--- config.mk ---
export PLATFORM = sky130hd
export DESIGN_NAME = scan_isolated_point_filter
export DESIGN_NICKNAME = d
export VERILOG_FILES = /design/src/sv/sipf_pkg.sv /design/src/sv/sipf_core.sv /design/src/sv/sipf_out_fifo.sv /design/src/sv/scan_isolated_point_filter.sv
export SDC_FILE = /design/constraint.sdc
export NUM_CORES = 1
export LEC_CHECK = 0
export BUFFER_PORTS_ARGS = -buffer_cell sky130_fd_sc_hd__buf_2
export CORE_MARGIN = 2
export CORE_UTILIZATION = 30
export DETAILED_ROUTE_END_ITERATION = 6
export PLACE_DENSITY_LB_ADDON = 0.2
export SYNTH_ARGS = -nofsm -noshare
export SYNTH_HDL_FRONTEND = slang
export SYNTH_HIERARCHICAL = 1
export SYNTH_SLANG_ARGS = --single-unit
export TNS_END_PERCENT = 1
--- constraint.sdc ---
create_clock -name clk -period 5.6 [get_ports clk]
set_input_delay 1.12 -clock clk [delete_from_list [all_inputs] [get_ports clk]]
set_output_delay 1.12 -clock clk [all_outputs]
set_load 0.005 [all_outputs]
--- src/sv/sipf_pkg.sv ---
// Shared types and constants for the scan isolated-point filter.
// No dependencies; imported by every module of the block.
`timescale 1ns / 1ps
package sipf_pkg;

    localparam int RANGE_WIDTH     = 16;
    localparam int INTENSITY_WIDTH = 16;
    localparam int CFG_WIDTH       = 16;
    localparam int CFG_IDX_WIDTH   = 2;
    localparam int CMP_WIDTH       = (RANGE_WIDTH > CFG_WIDTH) ? RANGE_WIDTH : CFG_WIDTH;

    localparam int FIFO_DEPTH      = 4;
    localparam int FIFO_PTR_WIDTH  = $clog2(FIFO_DEPTH);
    localparam int FIFO_CNT_WIDTH  = $clog2(FIFO_DEPTH + 1);

    localparam logic [RANGE_WIDTH-1:0] NO_RETURN = {RANGE_WIDTH{1'b1}};

    localparam logic [CFG_IDX_WIDTH-1:0] REG_THRESHOLD = 2'd0;
    localparam logic [CFG_IDX_WIDTH-1:0] REG_MIN_RANGE = 2'd1;
    localparam logic [CFG_IDX_WIDTH-1:0] REG_MAX_RANGE = 2'd2;

    localparam logic [CFG_WIDTH-1:0] THRESHOLD_RESET = 16'd100;
    localparam logic [CFG_WIDTH-1:0] MIN_RANGE_RESET = 16'd0;
    localparam logic [CFG_WIDTH-1:0] MAX_RANGE_RESET = 16'd65534;

    // number of samples of the current scan seen so far
    localparam logic [1:0] SEEN_NONE  = 2'd0;
    localparam logic [1:0] SEEN_FIRST = 2'd1;
    localparam logic [1:0] SEEN_MORE  = 2'd2;

    typedef struct packed {
        logic [RANGE_WIDTH-1:0]     range;
        logic [INTENSITY_WIDTH-1:0] intensity;
        logic                       scan_end;
    } sample_t;

    typedef struct packed {
        logic [RANGE_WIDTH-1:0]     range;
        logic [INTENSITY_WIDTH-1:0] intensity;
        logic                       removed;
        logic                       scan_end;
    } result_t;

    typedef struct packed {
        logic [1:0] count;
        result_t    res0;
        result_t    res1;
    } push_t;

endpackage

--- src/sv/sipf_core.sv ---
// Configuration registers, scan state and the neighbor compare of the filter.
// Depends on sipf_pkg.
`timescale 1ns / 1ps
module sipf_core
    import sipf_pkg::*;
(
    input  logic                     clk,
    input  logic                     rst_n,
    input  logic                     cfg_we,
    input  logic [CFG_IDX_WIDTH-1:0] cfg_index,
    input  logic [CFG_WIDTH-1:0]     cfg_data,
    input  logic                     fire,
    input  sample_t                  smp,
    output push_t                    push
);

    logic [CFG_WIDTH-1:0]       threshold_reg;
    logic [CFG_WIDTH-1:0]       min_range_reg;
    logic [CFG_WIDTH-1:0]       max_range_reg;
    logic [RANGE_WIDTH-1:0]     prior_reg, prior_next;
    logic [RANGE_WIDTH-1:0]     held_range_reg, held_range_next;
    logic [INTENSITY_WIDTH-1:0] held_inten_reg, held_inten_next;
    logic [1:0]                 seen_reg, seen_next;

    logic [RANGE_WIDTH-1:0] diff_prev, diff_next;
    logic                   held_ok, differs_prev, differs_next, remove;
    result_t                judged;

    always_ff @(posedge clk or negedge rst_n)
    begin
        if (!rst_n)
        begin
            threshold_reg <= THRESHOLD_RESET;
            min_range_reg <= MIN_RANGE_RESET;
            max_range_reg <= MAX_RANGE_RESET;
        end
        else if (cfg_we)
        begin
            case (cfg_index)
                REG_THRESHOLD: threshold_reg <= cfg_data;
                REG_MIN_RANGE: min_range_reg <= cfg_data;
                REG_MAX_RANGE: max_range_reg <= cfg_data;
                default:       ;
            endcase
        end
    end

    always_comb
    begin
        diff_prev = (held_range_reg > prior_reg) ? held_range_reg - prior_reg
                                                 : prior_reg - held_range_reg;
        diff_next = (held_range_reg > smp.range) ? held_range_reg - smp.range
                                                 : smp.range - held_range_reg;
        held_ok = (held_range_reg != NO_RETURN)
               && (CMP_WIDTH'(held_range_reg) >= CMP_WIDTH'(min_range_reg))
               && (CMP_WIDTH'(held_range_reg) <= CMP_WIDTH'(max_range_reg));
        differs_prev = (prior_reg == NO_RETURN)
                    || (CMP_WIDTH'(diff_prev) > CMP_WIDTH'(threshold_reg));
        differs_next = (smp.range == NO_RETURN)
                    || (CMP_WIDTH'(diff_next) > CMP_WIDTH'(threshold_reg));
        remove = held_ok && differs_prev && differs_next && (seen_reg == SEEN_MORE);

        judged.range     = remove ? NO_RETURN : held_range_reg;
        judged.intensity = remove ? '0 : held_inten_reg;
        judged.removed   = remove;
        judged.scan_end  = 1'b0;
    end

    always_comb
    begin
        push.count     = 2'd0;
        push.res0      = judged;
        push.res1      = '{range: smp.range, intensity: smp.intensity,
                           removed: 1'b0, scan_end: 1'b1};
        prior_next      = prior_reg;
        held_range_next = held_range_reg;
        held_inten_next = held_inten_reg;
        seen_next       = seen_reg;

        if (seen_reg == SEEN_NONE)
        begin
            if (smp.scan_end)
            begin
                push.count = 2'd1;
                push.res0  = push.res1;
            end
            else
            begin
                held_range_next = smp.range;
                held_inten_next = smp.intensity;
                seen_next       = SEEN_FIRST;
            end
        end
        else
        begin
            if (smp.scan_end)
            begin
                push.count      = 2'd2;
                prior_next      = '0;
                held_range_next = '0;
                held_inten_next = '0;
                seen_next       = SEEN_NONE;
            end
            else
            begin
                push.count      = 2'd1;
                prior_next      = judged.range;
                held_range_next = smp.range;
                held_inten_next = smp.intensity;
                seen_next       = SEEN_MORE;
            end
        end
    end

    always_ff @(posedge clk or negedge rst_n)
    begin
        if (!rst_n)
        begin
            prior_reg      <= '0;
            held_range_reg <= '0;
            held_inten_reg <= '0;
            seen_reg       <= SEEN_NONE;
        end
        else if (fire)
        begin
            prior_reg      <= prior_next;
            held_range_reg <= held_range_next;
            held_inten_reg <= held_inten_next;
            seen_reg       <= seen_next;
        end
    end

    a_end_restarts: assert property (@(posedge clk) disable iff (!rst_n)
        fire && smp.scan_end |=> seen_reg == SEEN_NONE)
        else $error("scan state not cleared after final sample");

    a_first_not_removed: assert property (@(posedge clk) disable iff (!rst_n)
        fire && seen_reg != SEEN_MORE |-> !(push.count != 2'd0 && push.res0.removed))
        else $error("first sample of a scan removed");

endmodule

--- src/sv/sipf_out_fifo.sv ---
// Output queue of the filter: takes up to two results per cycle, hands out one per cycle while result_ready is high.
// Depends on sipf_pkg.
`timescale 1ns / 1ps
module sipf_out_fifo
    import sipf_pkg::*;
(
    input  logic    clk,
    input  logic    rst_n,
    input  logic [1:0] push_n,
    input  result_t res0,
    input  result_t res1,
    output logic    room,
    output logic    result_valid,
    input  logic    result_ready,
    output result_t head
);

    result_t                   mem_reg [FIFO_DEPTH];
    logic [FIFO_PTR_WIDTH-1:0] wr_ptr_reg, rd_ptr_reg;
    logic [FIFO_PTR_WIDTH-1:0] wr_ptr_inc;
    logic [FIFO_CNT_WIDTH-1:0] count_reg, count_next;
    logic                      pop;

    assign room         = count_reg <= FIFO_CNT_WIDTH'(FIFO_DEPTH - 2);
    assign result_valid = count_reg != '0;
    assign head         = mem_reg[rd_ptr_reg];
    assign pop          = result_valid && result_ready;
    assign wr_ptr_inc   = wr_ptr_reg + FIFO_PTR_WIDTH'(1);
    assign count_next   = count_reg + FIFO_CNT_WIDTH'(push_n) - FIFO_CNT_WIDTH'(pop);

    always_ff @(posedge clk)
    begin
        if (push_n != 2'd0)
            mem_reg[wr_ptr_reg] <= res0;
        if (push_n == 2'd2)
            mem_reg[wr_ptr_inc] <= res1;
    end

    always_ff @(posedge clk or negedge rst_n)
    begin
        if (!rst_n)
        begin
            wr_ptr_reg <= '0;
            rd_ptr_reg <= '0;
            count_reg  <= '0;
        end
        else
        begin
            wr_ptr_reg <= wr_ptr_reg + FIFO_PTR_WIDTH'(push_n);
            rd_ptr_reg <= rd_ptr_reg + FIFO_PTR_WIDTH'(pop);
            count_reg  <= count_next;
        end
    end

    a_no_overflow: assert property (@(posedge clk) disable iff (!rst_n)
        FIFO_CNT_WIDTH'(push_n) <= FIFO_CNT_WIDTH'(FIFO_DEPTH) - count_reg)
        else $error("output queue overflow");

    a_count_tracks: assert property (@(posedge clk) disable iff (!rst_n)
        push_n == 2'd0 && !pop |=> $stable(count_reg) && $stable(rd_ptr_reg))
        else $error("queue count moved without push or pop");

endmodule

--- src/sv/scan_isolated_point_filter.sv ---
// Top level of the scan isolated-point filter: input register, core, output queue.
// Depends on sipf_pkg, sipf_core, sipf_out_fifo.
//
// Usage:
//   Samples enter on the sample channel (sample_valid/sample_ready) with
//   sample_range, sample_intensity and scan_end. Results leave on the result
//   channel (result_valid/result_ready) with out_range, out_intensity,
//   was_removed and out_scan_end. Each sample is emitted one request late,
//   judged against its filtered predecessor and its raw successor; the final
//   sample of a scan leaves together with its predecessor (two results).
//   An accepted sample waits in the input register until the output queue
//   has room. Throughput: one sample per cycle while the queue has room;
//   the queue drains one result per cycle while result_ready is high.
//   Registers are written through cfg_we/cfg_index/cfg_data; the user must
//   write them only while the block is idle; the block does not enforce it.
//   Reset: configuration returns to threshold 100, min 0, max 65534, scan
//   state to start of scan, and the queue empties.
//   Stall: while result_ready is low the four-entry queue fills; sample_ready
//   drops while a sample is held and fewer than two entries are free.
`timescale 1ns / 1ps
module scan_isolated_point_filter
    import sipf_pkg::*;
(
    input  logic                       clk,
    input  logic                       rst_n,
    input  logic                       cfg_we,
    input  logic [CFG_IDX_WIDTH-1:0]   cfg_index,
    input  logic [CFG_WIDTH-1:0]       cfg_data,
    input  logic                       sample_valid,
    output logic                       sample_ready,
    input  logic [RANGE_WIDTH-1:0]     sample_range,
    input  logic [INTENSITY_WIDTH-1:0] sample_intensity,
    input  logic                       scan_end,
    output logic                       result_valid,
    input  logic                       result_ready,
    output logic [RANGE_WIDTH-1:0]     out_range,
    output logic [INTENSITY_WIDTH-1:0] out_intensity,
    output logic                       was_removed,
    output logic                       out_scan_end
);

    sample_t    in_reg;
    logic       in_vld_reg, in_vld_next;
    logic       accept, fire, room;
    logic [1:0] push_n;
    push_t      push;
    result_t    head;

    assign fire         = in_vld_reg && room;
    assign sample_ready = !in_vld_reg || fire;
    assign accept       = sample_valid && sample_ready;
    assign in_vld_next  = accept ? 1'b1 : (fire ? 1'b0 : in_vld_reg);
    assign push_n       = fire ? push.count : 2'd0;

    always_ff @(posedge clk)
    begin
        if (accept)
            in_reg <= '{range: sample_range, intensity: sample_intensity,
                        scan_end: scan_end};
    end

    always_ff @(posedge clk or negedge rst_n)
    begin
        if (!rst_n)
            in_vld_reg <= 1'b0;
        else
            in_vld_reg <= in_vld_next;
    end

    sipf_core u_core (
        .clk       (clk),
        .rst_n     (rst_n),
        .cfg_we    (cfg_we),
        .cfg_index (cfg_index),
        .cfg_data  (cfg_data),
        .fire      (fire),
        .smp       (in_reg),
        .push      (push)
    );

    sipf_out_fifo u_fifo (
        .clk          (clk),
        .rst_n        (rst_n),
        .push_n       (push_n),
        .res0         (push.res0),
        .res1         (push.res1),
        .room         (room),
        .result_valid (result_valid),
        .result_ready (result_ready),
        .head         (head)
    );

    assign out_range     = head.range;
    assign out_intensity = head.intensity;
    assign was_removed   = head.removed;
    assign out_scan_end  = head.scan_end;

endmodule
Word-level counts from Yosys, hierarchy flattened
Memories as Yosys holds them, arrays and structs flattened.
Cells that the tools add are included.
Storage, ports and cells
  register bits: 139
  bits in writable memories: 136
  bits of input ports: 56
  output and inout port bits: 36
  logic and storage cells: 87
  memories kept: 1
Memory list
  u_fifo.mem_reg: depth 4, bits a word 34, read ports 1, clocked after memory_dff 0, write ports 2, RTL line sipf_out_fifo.sv:18  | result_t mem_reg [FIFO_DEPTH];
Cells by class
  $add $sub $neg: 9
  magnitude comparators: 7
  eq/ne operators: 8
  mux-type cells: 25
  bitwise gates (word level): 1
  reduce and logical (&&, ||, !) cells: 22
Operators with widths (number)
  2-to-1 mux 16 bit: 11
  greater-than comparator 16 bit: 4
  subtractor 16 bit: 4
  2-to-1 mux 35 bit: 1
  2-to-1 mux 34 bit: 1
  == test 16 bit, second input constant: 2
  >= comparator 16 bit: 1
  less-or-equal comparator 16 bit: 1
  != test 16 bit, second input constant: 1
  2-to-1 mux 2 bit: 6
  AND reduction 2 bit: 5
  logical AND 1 bit: 8
  == test 2 bit, second input constant: 3
  2-to-1 mux 1 bit: 6
  logical NOT 2 bit: 2
  nonzero test 2 bit: 2
  adder 3 x 2 -> 3 bit: 1
  less-or-equal comparator 3 x 2 -> 1 bit, second input constant: 1
  logical OR 1 bit: 3
  nonzero test 3 bit: 1
  subtractor 3 x 1 -> 3 bit: 1
  adder 2 x 1 -> 2 bit: 1
  adder 2 x 1 -> 2 bit, second input constant: 1
  adder 2 bit: 1
  4 further kinds: 4

Depth between registers and ports, before layout
Gate-level depths: netlist of run 1.
  depth in word-level cells: 14
  gate-level depth with buffers: 24
  mapped depth without buffers: 21

Modules after synthesis
The synthesis of run 1 kept the hierarchy.
Modules (own cells, without submodules)
  sipf_core: times used 1, cells an instance 1057, area each 9327.7 um2
  sipf_out_fifo: times used 1, cells an instance 371, area each 6995.5 um2
  scan_isolated_point_filter: times used 1, cells an instance 40, area each 1063.5 um2

Worst setup path after synthesis of run 1
Ideal clock, no wire load.
  path type: flip-flop to flip-flop
  start point: register u_core.held_range_reg[0]
  end point: memory u_fifo/mem_reg[0][28] in the netlist's numbering, data pin
  setup time: 260 ps
  data arrival time: 4696 ps
  data required time: 5340 ps
  slack: 644 ps
  stages on the path, launching flop included: 22
  path buffers: 2
  period minus slack after synthesis: 4956 ps
  path through: dfrtp_1 -> inv_1 -> ha_1 -> inv_1 -> fa_1 -> and3_1 -> o2111ai_1 -> a211oi_1 -> o21a_1 -> buf_6 -> mux2_4 -> a221oi_2 -> o211ai_2 -> xor2_1 -> ha_1 -> nand4_1 -> or2_2 -> o32a_1 -> o22ai_1 -> clkbuf_1 -> o221ai_1 -> mux2_2
RTL lines
  start, declared: RTL line sipf_core.sv:21  | logic [RANGE_WIDTH-1:0] held_range_reg, held_range_next;
  start signal, assigned: RTL line sipf_core.sv:127  | held_range_reg <= held_range_next;
  end, declared: RTL line sipf_out_fifo.sv:18

==> metrics, run 1 <==
adder-cell area share of the yosys netlist=10.1%; via count of the routed design=11985; CTS tree=built; Worst Setup Start Kind=flop; GRT Util Overall=17.6%; Critical Path AT=5.66 ns; Critical Path Sink Type=flop; worst hold stages=1; first-pass GRT wire length=79.7 mm; Worst-path clk slew=0.06 ns; Via density=5.11; H-tree levels=2; EDFF count, synth=169; Max Clock Freq=186 MHz; leading area contributor after synthesis=edfxtp_1; actual slew at the worst max-slew pin=1.09 ns; vias in the first global route=12221; Slew Viols, Final=0; total I/O pin count=92; Rel. slew slack=27.2%; PnR worst setup slack=0.235 ns; total negative setup slack=0 ns; Wirelength per Cell=22.5 um; overall power=14.2 mW; Clock Tree Buf Depth=3; Largest register FFs=136; final setup violation count=0; Post-Synthesis Cells=1468; Antenna Cells=0; r2r startpoint=u_core/held_range_reg[9]$_DFFE_PN0P_; LEAKAGE=8.25 nW; Reg2Reg Depth=18; Mean Syn Cell Area=11.8 um2; WS Path Type=reg2reg; DRC Markers=0; unrepaired setup endpoints after global routing=no; Initial DRC Count=796; Synth cell types=83; reg2reg end=u_fifo/mem_reg[3][22]$_DFFE_PP_; Syn. warnings=6; post-synthesis xor/xnor area fraction=1.71%; Synth Area in Compound Gates=13.1%; Setup WS pre-CTS=0.00867 ns; most area-consuming cells after synthesis=edfxtp_1 (29%), dfrtp_1 (13%), mux2_2 (11%); Worst VDD drop=0.602 mV; share of cells above drive strength 1=30.1%; initial core utilization=30.3%; Tmin final=5.37 ns; sequential area share after synthesis=44.6%; Core Area=57500 um2; syn_nets=1661; final WL=52.8 mm; outcome=complete, no violations; Non-Filler Instances=2347; combinational family with the most area after synthesis=multiplexers; hold crit path type=reg2reg; fin crit share=95.8%; largest net degree at the start of global routing=61; Worst Path Required=5.89 ns; gr ovfl total=0; maxcap violations=0; critical-path maximum fanout=33; Final Hold Fails=0; Reg2Reg Setup Slack=0.23 ns; Post-CTS Hold Fix Bufs=0; final net count=1749; # fillers=5779; pwr/cell area=709 nW/um2; Worst Clk Skew=0.0285 ns; Die Width=245 um; hold endpoint=u_core/min_range_reg[12]$_DFFE_PN0P_; antenna viol nets, final=0; placed cell count=2280; I/O Buffers=91; GP Congestion=0.922; Cell Area, Synth=17400 um2; post-synth top area share=29.2%; Die H=245 um; Synth Area in Simple Gates=6.61%; initial antenna violation count=2; ys async rst share=38.5%; synth-to-layout area growth=15.0%; #FFs+latches synth=275; TritonRoute pass-1 iters=5; Clock Latency Late Sink=0.56 ns; row cnt=88; Top FF cell, synth=edfxtp_1; Post-DP HPWL=37.1 mm; die footprint=59900 um2; TritonCTS Sinks=275; TritonCTS Buffers=35; portion of netlist area occupied by mux cells=17.5%; HP Start=u_core/min_range_reg[12]$_DFFE_PN0P_; Root Buffer=clkbuf_16
## layout by cell type (no fill, tap or decap), types with 47 or more instances in the layout
cell type and count:
o21ai_0 61, edfxtp_1 169, nand2_1 81, dfrtp_1 87, a21o_1 47, a21oi_1 73
inv_1 117, mux2_2 173, buf_2 90, buf_4 69, ha_1 129
## cells in the mapped netlist (all sizes together) (29+ instances only)
| master | number |
|---|---|
| edfxtp | 169 |
| inv | 117 |
| dfrtp | 88 |
| o21ai | 65 |
| mux4 | 34 |
| nand2 | 81 |
| mux2i | 29 |
| nor2 | 30 |
| mux2 | 176 |
| ha | 132 |
| clkbuf | 35 |
| buf | 77 |
| a21o | 47 |
| a21oi | 74 |
| a22o | 32 |
| nand4 | 34 |
## worst max-delay path, cell delays in order, from the launching register on
cell	delay [ns]
dfrtp_1	0.50
ha_1	0.46
a21oi_1	0.22
o21ai_1	0.13
a211oi_2	0.46
a21boi_4	0.17
buf_12	0.16
a211oi_1	0.20
o21ai_0	0.20
o21ai_1	0.23
xnor2_1	0.12
ha_1	0.31
nand4_1	0.16
or2_2	0.35
o32a_1	0.39
o22ai_2	0.19
buf_12	0.23
o221ai_1	0.23
mux2_2	0.35
## through the flow
stage / hold slack (ns) / utilization, % / cell area (um2)
after floorplan: 0.465 / - / 17400
after global placement: 0.483 / 32.7 / 18800
after detailed placement: 0.491 / 32.7 / 18800
after CTS: 0.506 / 34.7 / 19900
after global routing: 0.515 / 34.8 / 20000
final: 0.501 / 34.8 / 20000
## worst max path at each step
| stage | to | startpoint | cells past startpoint |
|---|---|---|---|
| 2_1_floorplan | u_fifo/mem_reg[0][28]$_DFFE_PP_ | u_core/held_range_reg[0]$_DFFE_PN0P_ | 21 |
| 3_3_place_gp | u_fifo/mem_reg[1][32]$_DFFE_PP_ | u_core/held_range_reg[0]$_DFFE_PN0P_ | 20 |
| 3_5_place_dp | u_fifo/mem_reg[3][22]$_DFFE_PP_ | u_core/held_range_reg[0]$_DFFE_PN0P_ | 20 |
| 4_1_cts | u_fifo/mem_reg[3][22]$_DFFE_PP_ | u_core/held_range_reg[2]$_DFFE_PN0P_ | 17 |
| 5_1_grt | u_fifo/mem_reg[1][32]$_DFFE_PP_ | in_reg[20]$_DFFE_PP_ | 18 |
| 6_report | u_fifo/mem_reg[3][22]$_DFFE_PP_ | u_core/held_range_reg[9]$_DFFE_PN0P_ | 18 |
## layer usage
metal  share of wire [%]  global-route usage [%]  up-vias  wire length, um
met5                   0                       0        -                0
met4                 2.0                    4.41        0             1060
met3                 4.0                    2.32       53             2090
met2                  46                    27.9      268            24400
met1                  48                    25.4     6047            25200
li1                    -                       -     5617                -
## kinds of logic after synthesis
logic type               count (synthesis)
other                                    2
AND/OR/NAND/NOR                        221
adder cells (fa/ha/maj)                137
flip-flops                             275
buffers and inverters                  229
XOR/XNOR                                34
multiplexers                           239
AO/OA/AOI/OAI                          331
## area by class of cell
type	count	area [um2]	area share, %
multi-input combinational	964	8650	43.3
sequential	275	7750	38.8
timing repair buffer	163	1050	5.24
clock buffer	49	1000	5.00
tap	765	957	4.79
inverter	117	439	2.20
clock inverter	14	151	0.757
## timing repair
item,CTS,global route
setup buffers,0,4
pin swaps,0,1
endpoints found under the setup margin,16,116
gates resized for setup,1,8
## power by group
group,total [mW],switching (mW),internal [mW]
logic,8.39,4.69,3.70
registers,3.50,0.487,3.01
clock network,2.29,0.930,1.36
total,14.2,6.11,8.07
(Power assumes the default switching activity.)
==> inputs of run 2 (changes only) <==
--- a/config.mk
+++ b/config.mk
@@ -8,6 +8,7 @@
 export BUFFER_PORTS_ARGS = -buffer_cell sky130_fd_sc_hd__buf_2
 export CORE_MARGIN = 2
 export CORE_UTILIZATION = 30
+export CTS_BUF_LIST = sky130_fd_sc_hd__clkbuf_4 sky130_fd_sc_hd__clkbuf_8 sky130_fd_sc_hd__clkbuf_16
 export DETAILED_ROUTE_END_ITERATION = 6
 export PLACE_DENSITY_LB_ADDON = 0.2
 export SYNTH_ARGS = -nofsm -noshare
==> constraint.sdc (replaced) <==
create_clock -name clk -period 6.1 [get_ports clk]
set_input_delay 1.22 -clock clk [delete_from_list [all_inputs] [get_ports clk]]
set_output_delay 1.22 -clock clk [all_outputs]
set_load 0.005 [all_outputs]
==> run 2 against run 1 <==
Effect of this change: via count about the same; clock-buffer cell count shrank 7; flip-flop and latch count is the same; worst hold slack got worse by 0.061 ns; wire length fell by 1.4%; setup slack better by 0.20 ns; critical path depth grew 3; final cell count is 1.2% lower; sequential share of layout area is 0.55 points higher; global-route usage down 0.42 points; die area is the same; critical endpoint is now u_fifo/mem_reg[3][21]$_DFFE_PP_; highest routed layer is now met5.
==> metrics, run 2 (same netlist as run 1, synthesis figures left out) <==
row cnt=88 (unchanged); Via density=5.17 (was 5.11); die footprint=59900 um2 (unchanged); unrepaired setup endpoints after global routing=no (unchanged); Die Width=245 um (unchanged); critical-path maximum fanout=33 (unchanged); TritonCTS Buffers=31 (was 35); CP max-delay cell=o32a_1 (was dfrtp_1); final WL=52.0 mm (was 52.8 mm); fin crit share=92.9% (was 95.8%); synth-to-layout area growth=13.4% (was 15.0%); antenna viol nets, final=0 (unchanged); via count of the routed design=11987 (was 11985); Setup WS pre-CTS=0.188 ns (was 0.00867 ns); Rel. slew slack=22.7% (was 27.2%); Antenna Cells=0 (unchanged); commonest non-fill, non-tap cell in the layout=mux2_2 (unchanged); share of cells above drive strength 1=28.9% (was 30.1%); LEAKAGE=8.10 nW (was 8.25 nW); area of placed instances=18600 um2 (was 18800 um2); reg2reg end=u_fifo/mem_reg[3][21]$_DFFE_PP_ (was u_fifo/mem_reg[3][22]$_DFFE_PP_); Final Hold Fails=0 (unchanged); final net count=1723 (was 1749); Tmin final=5.67 ns (was 5.37 ns); placed cell count=2262 (was 2280); GP Congestion=0.871 (was 0.922); Worst VDD drop=0.497 mV (was 0.602 mV); Worst Clk Skew=0.0160 ns (was 0.0285 ns); Worst Setup Start Kind=flop (unchanged); largest net degree at the start of global routing=54 (was 61); Worst-path clk slew=0.06 ns (about the same); hold crit path type=in2async (was reg2reg); most frequent cells in the layout=mux2_2 (173), edfxtp_1 (169), ha_1 (132) (was mux2_2 (173), edfxtp_1 (169), ha_1 (129)); setup bufs post-CTS=0 (unchanged); Clock Tree Buf Depth=3 (unchanged); first-pass GRT wire length=78.0 mm (was 79.7 mm); initial antenna violation count=1 (was 2); CP Cell Sequence=inv_1 -> ha_1 -> inv_1 -> fa_1 -> a211oi_2 -> o211ai_1 -> nand3_1 -> a21boi_2 -> buf_4 -> a211oi_1 -> o21ai_0 -> o21ai_1 -> xnor2_1 -> ha_1 -> nand4_1 -> or2_2 -> o32a_1 -> o22ai_2 -> buf_12 -> o221ai_1 -> mux2_2 (was ha_1 -> a21oi_1 -> o21ai_1 -> a211oi_2 -> a21boi_4 -> buf_12 -> a211oi_1 -> o21ai_0 -> o21ai_1 -> xnor2_1 -> ha_1 -> nand4_1 -> or2_2 -> o32a_1 -> o22ai_2 -> buf_12 -> o221ai_1 -> mux2_2); WS Path Type=reg2reg (unchanged); Reg2Reg Setup Slack=0.43 ns (was 0.23 ns); TritonCTS Sinks=275 (unchanged); H-tree levels=1 (was 2); overall power=12.7 mW (was 14.2 mW); pwr/cell area=645 nW/um2 (was 709 nW/um2); Largest register FFs=136 (unchanged); Top delay family on crit path=compound AO/OA/AOI/OAI gates (unchanged); Initial DRC Count=910 (was 796); max incr delay on CP=0.47 ns (was 0.50 ns); r2r startpoint=u_core/held_range_reg[0]$_DFFE_PN0P_ (was u_core/held_range_reg[9]$_DFFE_PN0P_); Reg2Reg Depth=21 (was 18); Design Area, Final=19700 um2 (was 20000 um2); crit path buf inv count=4 (was 2); Critical Path AT=6.01 ns (was 5.66 ns); GRT Util Overall=17.2% (was 17.6%); Worst Path Required=6.44 ns (was 5.89 ns); actual slew at the worst max-slew pin=1.16 ns (was 1.09 ns); Clock Latency Late Sink=0.60 ns (was 0.56 ns); maxcap violations=0 (unchanged); total I/O pin count=92 (unchanged); vias in the first global route=12093 (was 12221); Slew Viols, Final=0 (unchanged); initial core utilization=30.3% (unchanged); Wirelength per Cell=22.4 um (was 22.5 um); Root Buffer=clkbuf_16 (unchanged); Non-Filler Instances=2320 (was 2347); Post-CTS Hold Fix Bufs=0 (unchanged); Die H=245 um (unchanged); DRC Markers=0 (unchanged); outcome=complete, no violations (unchanged); Core Area=57500 um2 (unchanged); I/O Buffers=91 (unchanged); Critical Path Sink Type=flop (unchanged); post-route core utilization=34.3% (was 34.8%); Max Clock Freq=176 MHz (was 186 MHz); Post-DP HPWL=36.0 mm (was 37.1 mm); TritonRoute pass-1 iters=5 (unchanged); CTS tree=built (unchanged); hold slack=0.440 ns (was 0.501 ns); final setup violation count=0 (unchanged); total negative setup slack=0 ns (unchanged); gr ovfl total=0 (unchanged); PnR worst setup slack=0.431 ns (was 0.235 ns)
==> run 2: changes by cell type in the layout (fill, tap and decap cells not counted), sizes merged <==
cell | previous run | this run
clkinv | 8 | 10
inv | 121 | 118
clkbuf | 49 | 42
bufinv | 2 | 5
buf | 163 | 141
==> run 2: how the worst max path moves through the flow <==
stage                                               startpoint                         endpoint  cells after the start
after floorplan           u_core/held_range_reg[0]$_DFFE_PN0P_  u_fifo/mem_reg[0][28]$_DFFE_PP_                     21
after global placement    u_core/held_range_reg[0]$_DFFE_PN0P_  u_fifo/mem_reg[0][21]$_DFFE_PP_                     20
after detailed placement  u_core/held_range_reg[0]$_DFFE_PN0P_  u_fifo/mem_reg[3][21]$_DFFE_PP_                     20
after CTS                 u_core/held_range_reg[0]$_DFFE_PN0P_  u_fifo/mem_reg[3][21]$_DFFE_PP_                     20
after global routing      u_core/held_range_reg[0]$_DFFE_PN0P_  u_fifo/mem_reg[0][21]$_DFFE_PP_                     21
final                     u_core/held_range_reg[0]$_DFFE_PN0P_  u_fifo/mem_reg[3][21]$_DFFE_PP_                     21
==> run 2: report_power, final <==
part           leakage, nW  switching (mW)  internal, mW
clock network        0.551           0.805          1.23
registers             2.85           0.421          2.77
logic                 4.70            4.28          3.22
total                 8.10            5.50          7.21
==> run 2: metal layers <==
metal,part of all wire (%),global-route usage (%),vias to the layer above
met5,0.025,0,-
met4,2.1,4.39,2
met3,5.5,2.56,59
met2,46,27.5,322
met1,47,24.4,6051
li1,-,-,5553
==> run 2: cell type report <==
type | instances | area [um2]
flip-flops and latches | 275 | 7750
multi-input cells | 964 | 8630
clock inverters | 16 | 218
well taps | 765 | 957
inverters | 117 | 439
repair buffers | 141 | 846
fillers | 5751 | 37800
clock buffers | 42 | 883
==> run 2: repair_timing <==
| item | CTS | global route |
|---|---|---|
| endpoints found under the hold margin | 0 | 0 |
| setup endpoints to repair | 0 | 129 |
| resized for setup | 0 | 2 |
